[src/hw/rtl/plgh_pkg.sv]
// ----------------------------------------------------------------------------
// plgh_pkg: shared types and constants for the polyline ground height query
// Request payloads, result payloads, register map and the microcode ROM.
// ----------------------------------------------------------------------------
package plgh_pkg;

    // Field widths
    localparam int COORD_W  = 24;
    localparam int HEIGHT_W = 23;
    localparam int PROD_W   = 2 * COORD_W;
    localparam int DIV_STEPS = COORD_W;
    localparam int DIV_CNT_W = 5;

    // Configuration port
    localparam int PADDR_W = 3;
    localparam int PDATA_W = 32;
    localparam int COUNT_W = 6;
    localparam logic       REG_POINT_COUNT   = 1'b0;
    localparam logic [COUNT_W-1:0] POINT_COUNT_RESET = 6'd2;

    // Saturation limits of a signed Q16.8 value
    localparam logic signed [COORD_W-1:0] S24_MAX = 24'sh7FFFFF;
    localparam logic signed [COORD_W-1:0] S24_MIN = 24'sh800000;

    // Request actions
    localparam logic ACT_WRITE = 1'b0;
    localparam logic ACT_QUERY = 1'b1;

    typedef struct packed {
        logic                       action;
        logic [4:0]                 point_index;
        logic signed [COORD_W-1:0]  coord_x;
        logic signed [COORD_W-1:0]  coord_y;
        logic [HEIGHT_W-1:0]        box_height;
    } t_in_item;

    typedef struct packed {
        logic                       segment_found;
        logic                       hit;
        logic                       inside_span;
        logic signed [COORD_W-1:0]  surface_y;
        logic signed [COORD_W-1:0]  resolved_y;
    } t_out_item;

    // Microcode addresses
    typedef logic [3:0] t_upc;
    localparam t_upc UPC_IDLE  = 4'd0;
    localparam t_upc UPC_DISP  = 4'd1;
    localparam t_upc UPC_LOAD0 = 4'd2;
    localparam t_upc UPC_SPAN  = 4'd3;
    localparam t_upc UPC_CMP   = 4'd4;
    localparam t_upc UPC_TEST  = 4'd5;
    localparam t_upc UPC_MUL   = 4'd6;
    localparam t_upc UPC_DIVGO = 4'd7;
    localparam t_upc UPC_WAIT  = 4'd8;
    localparam t_upc UPC_FIN   = 4'd9;
    localparam t_upc UPC_WR    = 4'd10;
    localparam t_upc UPC_NONE  = 4'd11;

    // Datapath operations
    typedef enum logic [3:0] {
        OP_NOP   = 4'd0,
        OP_LATCH = 4'd1,
        OP_CLEAR = 4'd2,
        OP_LOAD0 = 4'd3,
        OP_SPAN  = 4'd4,
        OP_CMP   = 4'd5,
        OP_MUL   = 4'd6,
        OP_DIVGO = 4'd7,
        OP_FIN   = 4'd8,
        OP_WRITE = 4'd9,
        OP_NONE  = 4'd10
    } t_op;

    // Table read address select
    typedef enum logic [1:0] {
        ADDR_ZERO  = 2'd0,
        ADDR_LAST  = 2'd1,
        ADDR_NEXT  = 2'd2,
        ADDR_NEXT2 = 2'd3
    } t_addr_sel;

    // Jump conditions
    typedef enum logic [2:0] {
        C_TRUE     = 3'd0,
        C_IN_ACC   = 3'd1,
        C_IS_WRITE = 3'd2,
        C_SCAN     = 3'd3,
        C_FOUND    = 3'd4,
        C_DIV_BUSY = 3'd5,
        C_OUT_BUSY = 3'd6
    } t_cond;

    typedef struct packed {
        logic       in_ready;
        t_addr_sel  addr;
        t_op        op;
        t_cond      cond;
        t_upc       jt;   // target when condition holds
        t_upc       jf;   // target otherwise
    } t_uword;

    // Microcode ROM
    function automatic t_uword ucode_rom(input t_upc a);
        t_uword w;
        unique case (a)
            UPC_IDLE:  w = '{1'b1, ADDR_ZERO,  OP_LATCH, C_IN_ACC,   UPC_DISP,  UPC_IDLE};
            UPC_DISP:  w = '{1'b0, ADDR_ZERO,  OP_CLEAR, C_IS_WRITE, UPC_WR,    UPC_LOAD0};
            UPC_LOAD0: w = '{1'b0, ADDR_LAST,  OP_LOAD0, C_TRUE,     UPC_SPAN,  UPC_SPAN};
            UPC_SPAN:  w = '{1'b0, ADDR_NEXT,  OP_SPAN,  C_TRUE,     UPC_CMP,   UPC_CMP};
            UPC_CMP:   w = '{1'b0, ADDR_NEXT2, OP_CMP,   C_SCAN,     UPC_CMP,   UPC_TEST};
            UPC_TEST:  w = '{1'b0, ADDR_ZERO,  OP_NOP,   C_FOUND,    UPC_MUL,   UPC_NONE};
            UPC_MUL:   w = '{1'b0, ADDR_ZERO,  OP_MUL,   C_TRUE,     UPC_DIVGO, UPC_DIVGO};
            UPC_DIVGO: w = '{1'b0, ADDR_ZERO,  OP_DIVGO, C_TRUE,     UPC_WAIT,  UPC_WAIT};
            UPC_WAIT:  w = '{1'b0, ADDR_ZERO,  OP_NOP,   C_DIV_BUSY, UPC_WAIT,  UPC_FIN};
            UPC_FIN:   w = '{1'b0, ADDR_ZERO,  OP_FIN,   C_OUT_BUSY, UPC_FIN,   UPC_IDLE};
            UPC_WR:    w = '{1'b0, ADDR_ZERO,  OP_WRITE, C_OUT_BUSY, UPC_WR,    UPC_IDLE};
            UPC_NONE:  w = '{1'b0, ADDR_ZERO,  OP_NONE,  C_OUT_BUSY, UPC_NONE,  UPC_IDLE};
            default:   w = '{1'b0, ADDR_ZERO,  OP_NOP,   C_TRUE,     UPC_IDLE,  UPC_IDLE};
        endcase
        return w;
    endfunction

endpackage

[src/hw/rtl/plgh_div.sv]
// ----------------------------------------------------------------------------
// plgh_div: serial restoring divider
// Divides a 48-bit magnitude by a 24-bit divisor, one quotient bit per cycle.
// The caller guarantees the quotient fits in 24 bits.
// ----------------------------------------------------------------------------
module plgh_div (
    input  logic                             i_clk,
    input  logic                             i_rst_n,
    input  logic                             i_start,
    input  logic [plgh_pkg::PROD_W-1:0]      i_dividend,
    input  logic [plgh_pkg::COORD_W-1:0]     i_divisor,
    output logic                             o_busy,
    output logic [plgh_pkg::COORD_W-1:0]     o_quotient
);

    logic [plgh_pkg::DIV_CNT_W-1:0] r_cnt;
    logic [plgh_pkg::COORD_W-1:0]   r_rem;
    logic [plgh_pkg::COORD_W-1:0]   r_lo;
    logic [plgh_pkg::COORD_W-1:0]   r_div;
    logic [plgh_pkg::COORD_W:0]     shifted;
    logic [plgh_pkg::COORD_W:0]     diff;
    logic                           ge;

    // One restoring step
    assign shifted = {r_rem, r_lo[plgh_pkg::COORD_W-1]};
    assign diff    = shifted - {1'b0, r_div};
    assign ge      = (shifted >= {1'b0, r_div});

    // Step counter
    always_ff @(posedge i_clk) begin
        if (!i_rst_n) begin
            r_cnt <= '0;
        end else if (i_start) begin
            r_cnt <= plgh_pkg::DIV_CNT_W'(plgh_pkg::DIV_STEPS);
        end else if (r_cnt != '0) begin
            r_cnt <= r_cnt - plgh_pkg::DIV_CNT_W'(1);
        end
    end

    // Remainder and quotient shift register
    always_ff @(posedge i_clk) begin
        if (i_start) begin
            r_rem <= i_dividend[plgh_pkg::PROD_W-1:plgh_pkg::COORD_W];
            r_lo  <= i_dividend[plgh_pkg::COORD_W-1:0];
            r_div <= i_divisor;
        end else if (r_cnt != '0) begin
            r_rem <= ge ? diff[plgh_pkg::COORD_W-1:0] : shifted[plgh_pkg::COORD_W-1:0];
            r_lo  <= {r_lo[plgh_pkg::COORD_W-2:0], ge};
        end
    end

    assign o_busy     = (r_cnt != '0);
    assign o_quotient = r_lo;

endmodule

[src/hw/rtl/polyline_ground_height_query_top.sv]
// ----------------------------------------------------------------------------
// polyline_ground_height_query_top: ground height lookup on a polyline
// Breakpoint table, microcoded segment search, interpolation and resolve.
// ----------------------------------------------------------------------------
// A write request stores one breakpoint and returns an all-zero result. A
// query scans the segments from the first until one spans x or the last one
// is reached; the segment scan reads one table entry per cycle through the
// table read port, and a found segment is then interpolated through the serial
// divider. One request is in flight at a time; a finished result waits in an
// output register while the next request is taken. No clearing pass after
// reset; the point count resets to 2.
module polyline_ground_height_query_top #(
    parameter int MAX_POINTS = 32
) (
    input  logic                             i_clk,
    input  logic                             i_rst_n,
    input  logic                             i_in_valid,
    output logic                             o_in_ready,
    input  plgh_pkg::t_in_item               i_in_item,
    output logic                             o_out_valid,
    input  logic                             i_out_ready,
    output plgh_pkg::t_out_item              o_out_item,
    input  logic                             psel,
    input  logic                             penable,
    input  logic                             pwrite,
    input  logic [plgh_pkg::PADDR_W-1:0]     paddr,
    input  logic [plgh_pkg::PDATA_W-1:0]     pwdata,
    output logic [plgh_pkg::PDATA_W-1:0]     prdata,
    output logic                             pready
);

    localparam int IW = (MAX_POINTS > 2) ? $clog2(MAX_POINTS) : 1;
    localparam int CW = IW + 1;
    localparam int W  = plgh_pkg::COORD_W;

    // Breakpoint tables
    logic signed [W-1:0] r_x_mem [MAX_POINTS];
    logic signed [W-1:0] r_y_mem [MAX_POINTS];

    // Sequencer and datapath registers
    plgh_pkg::t_upc      r_upc;
    plgh_pkg::t_upc      n_upc;
    plgh_pkg::t_uword    uw;
    plgh_pkg::t_in_item  r_item;
    logic [IW-1:0]       r_i;
    logic                r_found;
    logic                r_inside;
    logic signed [W-1:0] r_xa, r_ya, r_xb, r_yb;
    logic signed [W-1:0] r_rx, r_ry;
    logic [plgh_pkg::PROD_W-1:0] r_prod;
    logic [W-1:0]        r_dx;
    logic                r_neg;
    logic [plgh_pkg::COUNT_W-1:0] r_point_count;
    plgh_pkg::t_out_item r_out;
    logic                r_out_valid;

    // Combinational signals
    int                  cnt_sat;
    logic [CW-1:0]       n_use;
    logic [IW-1:0]       last_seg;
    logic [CW-1:0]       rd_addr;
    logic                in_acc;
    logic                out_free;
    logic                out_load;
    logic                seg_hit;
    logic                is_last;
    logic                cond;
    logic signed [W:0]   dy, off, dx;
    logic [W:0]          dy_neg;
    logic [W-1:0]        dy_mag;
    logic [plgh_pkg::PROD_W-1:0] prod;
    logic                div_busy;
    logic [W-1:0]        div_q;
    logic signed [W:0]   q_s;
    logic signed [W:0]   surface;
    logic signed [W-1:0] surf24;
    logic [21:0]         half;
    logic signed [W+1:0] surf26, foot, res26;
    logic                hit;
    logic signed [W-1:0] res_sat;
    plgh_pkg::t_out_item out_val;

    assign uw = plgh_pkg::ucode_rom(r_upc);

    // Breakpoints in use, held to 2..MAX_POINTS
    always_comb begin
        cnt_sat = int'(r_point_count);
        if (cnt_sat < 2) cnt_sat = 2;
        if (cnt_sat > MAX_POINTS) cnt_sat = MAX_POINTS;
        n_use = CW'(cnt_sat);
    end
    assign last_seg = IW'(n_use - CW'(2));

    // Table read address
    always_comb begin
        case (uw.addr)
            plgh_pkg::ADDR_ZERO:  rd_addr = '0;
            plgh_pkg::ADDR_LAST:  rd_addr = n_use - CW'(1);
            plgh_pkg::ADDR_NEXT:  rd_addr = {1'b0, r_i} + CW'(1);
            plgh_pkg::ADDR_NEXT2: rd_addr = {1'b0, r_i} + CW'(2);
            default:              rd_addr = '0;
        endcase
    end

    // Handshakes
    assign o_in_ready = uw.in_ready;
    assign in_acc     = i_in_valid && o_in_ready;
    assign out_free   = !r_out_valid || i_out_ready;
    assign out_load   = ((uw.op == plgh_pkg::OP_FIN) || (uw.op == plgh_pkg::OP_WRITE) ||
                         (uw.op == plgh_pkg::OP_NONE)) && out_free;

    // Segment test against the entry just read
    assign seg_hit = (r_item.coord_x >= r_xa) && (r_item.coord_x < r_rx);
    assign is_last = (r_i == last_seg);

    // Jump condition
    always_comb begin
        case (uw.cond)
            plgh_pkg::C_TRUE:     cond = 1'b1;
            plgh_pkg::C_IN_ACC:   cond = in_acc;
            plgh_pkg::C_IS_WRITE: cond = (r_item.action == plgh_pkg::ACT_WRITE);
            plgh_pkg::C_SCAN:     cond = !seg_hit && !is_last;
            plgh_pkg::C_FOUND:    cond = r_found;
            plgh_pkg::C_DIV_BUSY: cond = div_busy;
            plgh_pkg::C_OUT_BUSY: cond = !out_free;
            default:              cond = 1'b1;
        endcase
    end
    assign n_upc = cond ? uw.jt : uw.jf;

    always_ff @(posedge i_clk) begin
        if (!i_rst_n) begin
            r_upc <= plgh_pkg::UPC_IDLE;
        end else begin
            r_upc <= n_upc;
        end
    end

    // Table write and registered read
    always_ff @(posedge i_clk) begin
        if (uw.op == plgh_pkg::OP_WRITE && out_free &&
            int'(r_item.point_index) < MAX_POINTS) begin
            r_x_mem[IW'(r_item.point_index)] <= r_item.coord_x;
            r_y_mem[IW'(r_item.point_index)] <= r_item.coord_y;
        end
        if (int'(rd_addr) < MAX_POINTS) begin
            r_rx <= r_x_mem[rd_addr[IW-1:0]];
            r_ry <= r_y_mem[rd_addr[IW-1:0]];
        end
    end

    // Interpolation product operands
    assign dy     = {r_yb[W-1], r_yb} - {r_ya[W-1], r_ya};
    assign dy_neg = -dy;
    assign dy_mag = dy[W] ? dy_neg[W-1:0] : dy[W-1:0];
    assign off    = {r_item.coord_x[W-1], r_item.coord_x} - {r_xa[W-1], r_xa};
    assign dx     = {r_xb[W-1], r_xb} - {r_xa[W-1], r_xa};
    assign prod   = dy_mag * off[W-1:0];

    // Datapath operations
    always_ff @(posedge i_clk) begin
        case (uw.op)
            plgh_pkg::OP_LATCH: begin
                if (in_acc) r_item <= i_in_item;
            end
            plgh_pkg::OP_CLEAR: begin
                r_i     <= '0;
                r_found <= 1'b0;
            end
            plgh_pkg::OP_LOAD0: begin
                r_xa <= r_rx;
                r_ya <= r_ry;
            end
            plgh_pkg::OP_SPAN: begin
                r_inside <= (r_item.coord_x >= r_xa) && (r_item.coord_x <= r_rx);
            end
            plgh_pkg::OP_CMP: begin
                if (seg_hit) begin
                    r_found <= 1'b1;
                    r_xb    <= r_rx;
                    r_yb    <= r_ry;
                end else begin
                    r_xa <= r_rx;
                    r_ya <= r_ry;
                    r_i  <= r_i + IW'(1);
                end
            end
            plgh_pkg::OP_MUL: begin
                r_prod <= prod;
                r_dx   <= dx[W-1:0];
                r_neg  <= dy[W];
            end
            default: ;
        endcase
    end

    // Serial divide of the product by the segment width
    plgh_div u_div (
        .i_clk      (i_clk),
        .i_rst_n    (i_rst_n),
        .i_start    (uw.op == plgh_pkg::OP_DIVGO),
        .i_dividend (r_prod),
        .i_divisor  (r_dx),
        .o_busy     (div_busy),
        .o_quotient (div_q)
    );

    // Surface, hit test and saturated resolve
    assign q_s     = r_neg ? -$signed({1'b0, div_q}) : $signed({1'b0, div_q});
    assign surface = {r_ya[W-1], r_ya} + q_s;
    assign surf24  = surface[W-1:0];
    assign half    = r_item.box_height[plgh_pkg::HEIGHT_W-1:1];
    assign surf26  = {{2{surf24[W-1]}}, surf24};
    assign foot    = {{2{r_item.coord_y[W-1]}}, r_item.coord_y} - $signed({4'b0, half});
    assign res26   = surf26 + $signed({4'b0, half});
    assign hit     = (surf26 >= foot);

    always_comb begin
        if (res26[W+1:W-1] != {3{res26[W-1]}}) begin
            res_sat = res26[W+1] ? plgh_pkg::S24_MIN : plgh_pkg::S24_MAX;
        end else begin
            res_sat = res26[W-1:0];
        end
    end

    // Result selection
    always_comb begin
        out_val = '0;
        case (uw.op)
            plgh_pkg::OP_FIN: begin
                out_val.segment_found = 1'b1;
                out_val.hit           = hit;
                out_val.inside_span   = r_inside;
                out_val.surface_y     = surf24;
                out_val.resolved_y    = res_sat;
            end
            plgh_pkg::OP_NONE: begin
                out_val.inside_span   = r_inside;
                out_val.resolved_y    = r_item.coord_y;
            end
            default: ;
        endcase
    end

    // Output register
    always_ff @(posedge i_clk) begin
        if (!i_rst_n) begin
            r_out_valid <= 1'b0;
        end else if (out_load) begin
            r_out_valid <= 1'b1;
        end else if (i_out_ready) begin
            r_out_valid <= 1'b0;
        end
    end

    always_ff @(posedge i_clk) begin
        if (out_load) r_out <= out_val;
    end

    assign o_out_valid = r_out_valid;
    assign o_out_item  = r_out;

    // Configuration register
    always_ff @(posedge i_clk) begin
        if (!i_rst_n) begin
            r_point_count <= plgh_pkg::POINT_COUNT_RESET;
        end else if (psel && penable && pwrite && pready &&
                     paddr[2] == plgh_pkg::REG_POINT_COUNT) begin
            r_point_count <= pwdata[plgh_pkg::COUNT_W-1:0];
        end
    end

    assign pready = 1'b1;
    assign prdata = (paddr[2] == plgh_pkg::REG_POINT_COUNT) ?
                    plgh_pkg::PDATA_W'(r_point_count) : '0;

    // Divider runs only while the sequencer waits on it
    a_div_in_wait: assert property (@(posedge i_clk) disable iff (!i_rst_n)
        div_busy |-> (r_upc == plgh_pkg::UPC_WAIT))
        else $error("divider busy outside wait step");

    // A found segment lies inside the breakpoints in use
    a_seg_range: assert property (@(posedge i_clk) disable iff (!i_rst_n)
        (r_upc == plgh_pkg::UPC_TEST && r_found) |-> (r_i <= last_seg))
        else $error("segment index past last segment");

    // Quotient must fit: upper dividend half below a nonzero divisor
    a_div_fit: assert property (@(posedge i_clk) disable iff (!i_rst_n)
        (r_upc == plgh_pkg::UPC_DIVGO) |->
        (r_dx != '0 && r_prod[plgh_pkg::PROD_W-1:W] < r_dx))
        else $error("divide operands out of range");

    // Write and query paths follow the latched action
    a_path: assert property (@(posedge i_clk) disable iff (!i_rst_n)
        ((r_upc == plgh_pkg::UPC_WR) |-> (r_item.action == plgh_pkg::ACT_WRITE)) and
        ((r_upc == plgh_pkg::UPC_TEST) |-> (r_item.action == plgh_pkg::ACT_QUERY)))
        else $error("sequencer path does not match request action");

endmodule

[config.mk]
export PLATFORM = sky130hd
export DESIGN_NAME = polyline_ground_height_query_top
export DESIGN_NICKNAME = d
export VERILOG_FILES = /design/src/hw/rtl/plgh_pkg.sv /design/src/hw/rtl/plgh_div.sv /design/src/hw/rtl/polyline_ground_height_query_top.sv
export SDC_FILE = /design/constraint.sdc
export NUM_CORES = 2
export LEC_CHECK = 0
export ABC_CLOCK_PERIOD_IN_PS = 11000
export BUFFER_PORTS_ARGS = -buffer_cell sky130_fd_sc_hd__buf_2
export CAP_MARGIN = 5
export CORE_ASPECT_RATIO = 1.5
export CORE_MARGIN = 1.5
export CORE_UTILIZATION = 59
export CTS_BUF_LIST = sky130_fd_sc_hd__clkbuf_8
export CTS_CLUSTER_SIZE = 30
export DETAILED_ROUTE_END_ITERATION = 6
export HOLD_SLACK_MARGIN = 0.12
export PLACE_DENSITY = 0.79
export SYNTH_ARGS = -nofsm -noshare
export SYNTH_HDL_FRONTEND = slang
export SYNTH_SLANG_ARGS = --single-unit
[constraint.sdc]
create_clock -name i_clk -period 11 [get_ports i_clk]
set_input_delay 2.2 -clock i_clk [delete_from_list [all_inputs] [get_ports i_clk]]
set_output_delay 2.2 -clock i_clk [all_outputs]
set_load 0.01 [all_outputs]
== Yosys cells after proc, flatten, opt, wreduce, memory -nomap -nowiden ==
Memories as Yosys holds them, arrays and structs flattened. A register that Yosys moved wholly into a read port is not among the register bits.
Cells that the tools add are included.

* Equality and inequality tests: 23
* $add $sub $neg: 15
* Div/mod/pow operators: 0
* $lt $le $gt $ge: 8
* Bitwise gates (word level): 3
* Reductions and logical operators: 29
* Multiplexer cells: 32
* Multiply operators: 1
* Shift operators: 0

{| class="wikitable"
|+ Operator list
! kind !! number
|-
| 24-bit 2-to-1 mux || 11
|-
| 24-bit one-hot mux with 2 select lines || 3
|-
| 24-bit subtractor || 3
|-
| 24-bit by 24-bit multiplier with 48-bit output || 1
|-
| 24-bit negator || 2
|-
| 32-bit by 7-bit > comparator with 1-bit output, second input constant || 1
|-
| 24-bit by 23-bit adder with 25-bit output || 1
|-
| 24-bit by 25-bit >= comparator with 1-bit output || 1
|-
| 25-bit by 24-bit >= comparator with 1-bit output || 1
|-
| 24-bit by 23-bit subtractor with 25-bit output || 1
|-
| 24-bit by 24-bit subtractor with 25-bit output || 1
|-
| 24-bit adder || 1
|-
| 24-bit >= comparator || 1
|-
| 24-bit less-or-equal comparator || 1
|-
| 24-bit less-than comparator || 1
|-
| 6-bit one-hot mux with 4 select lines || 1
|-
| 6-bit 2-to-1 mux || 3
|-
| 4-bit by 3-bit equality test with 1-bit output, second input constant || 4
|-
| 5-bit 2-to-1 mux || 3
|-
| 4-bit equality test, second input constant || 3
|-
| 5-bit one-hot mux with 2 select lines || 1
|-
| 2-bit AND reduction || 5
|-
| 3-bit equality test, second input constant || 3
|-
| 1-bit logical AND || 9
|-
| other kinds (29) || 49
|}

* Bits of input ports: 119
* Register bits after elaboration: 388
* RAM bits: 1,536
* Word-level logic and storage cells: 141
* Bits in latches: 0
* Memories kept: 3
* Memory bits (read-only): 288

{| class="wikitable"
|+ Memory list
! name !! depth !! width !! rd ports !! clocked after Yosys merged registers in !! wr ports !! line !! RTL
|-
| r_x_mem || 32 || 24 || 1 || 1 || 1 || polyline_ground_height_query_top.sv:37 || <nowiki>logic signed [W-1:0] r_x_mem [MAX_POINTS];</nowiki>
|-
| r_y_mem || 32 || 24 || 1 || 1 || 1 || polyline_ground_height_query_top.sv:38 || <nowiki>logic signed [W-1:0] r_y_mem [MAX_POINTS];</nowiki>
|-
| (no name shown) || 16 || 18 || 1 || 1 || 0 || plgh_pkg.sv:106 || <nowiki>unique case (a)</nowiki>
|}

== Longest topological paths before layout ==
* Depth after elaboration: 11
* Depth in mapped cells: 43

== By module ==
From an unflattened synthesis, not the netlist that was laid out.

* Cells, all modules: 9,105
* Area total of the unflattened synthesis: 105,832.8 um2

{| class="wikitable"
|+ By module, submodules not included
! module !! area an instance (um2) !! instances !! seq. area each (um2) !! cells an instance
|-
| polyline_ground_height_query_top || 100,991.9 || 1 || 57,164.8 || 8,682
|-
| plgh_div || 4,840.9 || 1 || 2,262.2 || 423
|}

== Worst setup path before layout ==
OpenSTA, ideal clock, no wires.

* Path type: in2reg
* Start: input i_in_valid
* End: register r_item (netlist bit half[0]), enable pin
* Setup slack: 223 ps
* Data arrival time: 10,052 ps
* Buffers on the path: 0
* Stages: 2
* Required time: 10,275 ps
* Cells stage by stage: nand2_1 nor4b_1

* Cells in the longest elaborated chain, start to end: 2

{| class="wikitable"
|+ RTL lines
! what !! line !! RTL
|-
| start, declared || polyline_ground_height_query_top.sv:17 || <nowiki>input logic i_in_valid,</nowiki>
|-
| 1-bit logical AND || polyline_ground_height_query_top.sv:107 || <nowiki>assign in_acc = i_in_valid && o_in_ready;</nowiki>
|-
| 2-bit AND reduction (no line) || - ||
|-
| end signal, assigned || polyline_ground_height_query_top.sv:164 || <nowiki>if (in_acc) r_item <= i_in_item;</nowiki>
|-
| end, declared || polyline_ground_height_query_top.sv:44 || <nowiki>plgh_pkg::t_in_item r_item;</nowiki>
|}

Every way passes these cells.
A chain may end at the register's enable or synchronous reset.

== Final worst setup path ==
* Start: register r_ya[0]
* End: register r_prod[46] (netlist name), data pin

* Cells in the longest elaborated chain, start to end: 4

{| class="wikitable"
|+ RTL lines
! what !! line !! RTL
|-
| start, declared || polyline_ground_height_query_top.sv:48 || <nowiki>logic signed [W-1:0] r_xa, r_ya, r_xb, r_yb;</nowiki>
|-
| start signal, assigned || polyline_ground_height_query_top.sv:172 || <nowiki>r_ya <= r_ry;</nowiki>
|-
| start signal, assigned || polyline_ground_height_query_top.sv:184 || <nowiki>r_ya <= r_ry;</nowiki>
|-
| 24-bit by 24-bit subtractor with 25-bit output (*) || polyline_ground_height_query_top.sv:153 || <nowiki>assign dy = {r_yb[W-1], r_yb} - {r_ya[W-1], r_ya};</nowiki>
|-
| 24-bit negator || polyline_ground_height_query_top.sv:154 || <nowiki>assign dy_neg = -dy;</nowiki>
|-
| 24-bit 2-to-1 mux (*) || polyline_ground_height_query_top.sv:155 || <nowiki>assign dy_mag = dy[W] ? dy_neg[W-1:0] : dy[W-1:0];</nowiki>
|-
| 24-bit by 24-bit multiplier with 48-bit output (*) || polyline_ground_height_query_top.sv:158 || <nowiki>assign prod = dy_mag * off[W-1:0];</nowiki>
|-
| via prod, one bit || polyline_ground_height_query_top.sv:71 || <nowiki>logic [plgh_pkg::PROD_W-1:0] prod;</nowiki>
|-
| end signal, assigned || polyline_ground_height_query_top.sv:189 || <nowiki>r_prod <= prod;</nowiki>
|-
| end, declared || polyline_ground_height_query_top.sv:50 || <nowiki>logic [plgh_pkg::PROD_W-1:0] r_prod;</nowiki>
|}

The timed path passes the listed nets; every way through them passes the cells marked *.

==> results.sh <==
export IMPL_cts_buffer_depth=4
export IMPL_fill_cells=12600
export IMPL_clock_skew_ps=98.3
export IMPL_end_kind="flop"
export IMPL_synth_yosys_warnings=0
export IMPL_ys_seq_area_share_pct=56.5
export IMPL_dr_pass1_iters=6
export IMPL_drt_iter0_drc=7836
export IMPL_rsz0062_at_grt="true"
export IMPL_path_clk_slew_ps=70
export IMPL_slowest_delay_ps=670
export IMPL_start_kind="flop"
export IMPL_cp_startpoint="r_ya[0]"
export IMPL_num_vias=71700
export IMPL_synth_seq_cells=1989
export IMPL_initial_utilization_pct=59.5
export IMPL_finish_utilization_pct=65.0
export IMPL_min_to="u_div.r_div[1]"
export IMPL_period_needed_ps=10720
export IMPL_cts_made_buffers=298
export IMPL_die_w_um=348
export IMPL_gp_congestion=1.00
export IMPL_worstReg2RegEnd="r_prod[46]"
export IMPL_synth_edf_count=1959
export IMPL_die_height_um=520
export IMPL_cts_tree="yes"
export IMPL_synthCells=8660
export IMPL_synth_top_area_share_pct=55.9
export IMPL_min_period_over_period_pct=97.5
export IMPL_finalWorstSetupSlack_ps=277
export IMPL_antenna_found_initial=11
export IMPL_reg2reg_depth=35
export IMPL_syn_area_per_cell_um2=12.1
export IMPL_min_from="r_dx[1]"
export IMPL_htree_levels=5
export IMPL_dp_hpwl_um=185000
export IMPL_yosys_most_used_dff="edfxtp_1"
export IMPL_clock_sinks=1989
export IMPL_first_global_vias=72600
export IMPL_reg2reg_from="r_ya[0]"
export IMPL_port_buffers=148
export IMPL_status="complete, but fails checks"
export IMPL_crit_fanout=4
export IMPL_timing_fmax_ghz=0.0933
export IMPL_drt_total_wl_um=287000
export IMPL_synthTopCellsByCount="edfxtp_1, nand2_1, inv_1"
export IMPL_root_buffer="clkbuf_8"
export IMPL_place_ws_ps=-336
export IMPL_rows=189
export IMPL_async_flop_share_pct=0
export IMPL_maxSlewViolCount=0
export IMPL_slowest_stage="or4b_2"
export IMPL_rrSetupSlack_ps=280
export IMPL_slew_headroom_pct=16.1
export IMPL_grt_pass1_wl_um=426000
export IMPL_drive_gt1_share_pct=9.82
export IMPL_min_path_cells=0
export IMPL_crit_arrival_ps=11380
export IMPL_place_area_mm2=0.109
export IMPL_route_detailed_drc=0
export IMPL_synth_top_area_cell="edfxtp_1"
export IMPL_drtAntennaViolNets=1
export IMPL_drv_cap=0
export IMPL_cp_data_required_time_ps=11660
export IMPL_ios=205
export IMPL_syn_area_mm2=0.105
export IMPL_viasPerCell=6.27
export IMPL_areaGrowthSynthToFinish_pct=9.32
export IMPL_grt_overflow_total=0
export IMPL_whs_ps=394
export IMPL_hold_class="flop to flop"
export IMPL_cp_common_cell="fa_1"
export IMPL_grt_usage_pct=31.5
export IMPL_worst_slew_pin_slew_ps=1260
export IMPL_final_nets=9925
export IMPL_setup_viol_count_final=0
export IMPL_wire_per_inst_um=25.1
export IMPL_final_area_mm2=0.115
export IMPL_violations="antenna violations"
export IMPL_critPathKind="flop to flop"
export IMPL_insertion_delay_ps=960
export IMPL_design_die_area_mm2=0.181
export IMPL_ys_types=85
export IMPL_grt_max_degree=203
export IMPL_synth_most_common_cell="edfxtp_1"
export IMPL_synth_area_top_cells="edfxtp_1, fa_1, ha_1"
export IMPL_hold_viol=0
export IMPL_core_area_mm2=0.177
==> worst max-delay path by stage <==
stage,endpoint,slack [ps],cells past startpoint
finish,r_prod[46],280,35
global placement,r_prod[47],-110,36
global route,r_prod[46],-50,35
detailed placement,r_prod[47],-340,36
CTS,r_prod[46],40,37
floorplan,half[0],220,2
==> logic make-up after synthesis <==
logic type               share of synthesized area, %
adder cells (fa/ha/maj)                          14.1
other                                         0.00714
buffers and inverters                            4.46
multiplexers                                    0.263
XOR/XNOR                                         2.21
flip-flops                                       56.5
AO/OA/AOI/OAI                                    11.8
AND/OR/NAND/NOR                                  10.8
==> state kept, by name, summed over array words and instances (netlist names), 22 cells and up <==
name,count
half,22
o_out_item,51
r_dx,24
r_item,54
r_prod,48
r_rx,24
r_ry,24
r_x_mem,768
r_xa,24
r_xb,24
r_y_mem,768
r_ya,24
r_yb,24
u_div.o_quotient,24
u_div.r_div,24
u_div.r_rem,24
==> timing repair <==
action | CTS | global route
hold buffers | 0 | 0
pin swaps | 0 | 4
gates resized for setup | 5 | 21
endpoints found under the setup margin | 10 | 16
setup buffers | 0 | 7
==> layer usage <==
| layer | up-vias | GRT usage [%] | part of all wire (%) |
|---|---|---|---|
| met1 | 35400 | 36.8 | 34 |
| li1 | 31400 | - | - |
| met3 | 1028 | 5.79 | 9.2 |
| met4 | 6 | 21.3 | 7.4 |
| met5 | - | 0 | 0.013 |
| met2 | 3818 | 53.0 | 49 |
==> area by class of cell <==
| type | count | area (um^2) | area share, % |
|---|---|---|---|
| Multi-Input combinational cell | 5477 | 41800 | 36.3 |
| Tap cell | 2292 | 2870 | 2.49 |
| Inverter | 736 | 2760 | 2.40 |
| Timing Repair Buffer | 416 | 2890 | 2.51 |
| Antenna cell | 13 | 32.5 | 0.0283 |
| Clock buffer | 305 | 4200 | 3.65 |
| Clock inverter | 205 | 1070 | 0.934 |
| Sequential cell | 1989 | 59400 | 51.7 |
==> per-stage QoR <==
step | cells | TNS [ps]
after detailed placement | 10900 | -1400
after CTS | 11400 | 0
final | 11400 | 0
after global routing | 11400 | -50.6
after floorplan | 8685 | 0
after global placement | 10900 | -157
==> cells in the final DEF (no fill, tap or decap), types with 22 or more instances in the layout <==
cell      instances
nor2_4           35
buf_4           257
fa_1            489
nor2_1          430
clkinv_2         34
nand3_1          48
dfxtp_1          30
and2_1          433
and3_1           23
o21a_1           45
a21o_1          137
mux2i_1          22
o21bai_1         24
buf_2           148
nor2b_1          55
a31oi_1         209
a21oi_1         347
xor2_1           81
nand2b_1         87
edfxtp_1       1959
nand2_1        1228
o21ai_0         100
a221o_1          29
inv_1           800
a311oi_1        196
a211oi_1        548
conb_1           27
or3_1            22
clkinv_1         73
xnor2_1         170
ha_1            399
clkbuf_8        305
nor3_1           49
==> worst max-delay path, delay by kind of cell, from the launching register on <==
kind | cells | cell delay [ps]
compound gates | 9 | 2080
simple gates | 8 | 2390
fa+ha+maj | 10 | 4610
xor+xnor | 2 | 360
flops | 1 | 410
buf+inv | 6 | 590
Power is not shown: default switching activity piles up to over one toggle a cycle in this logic, so the estimate is an artifact.
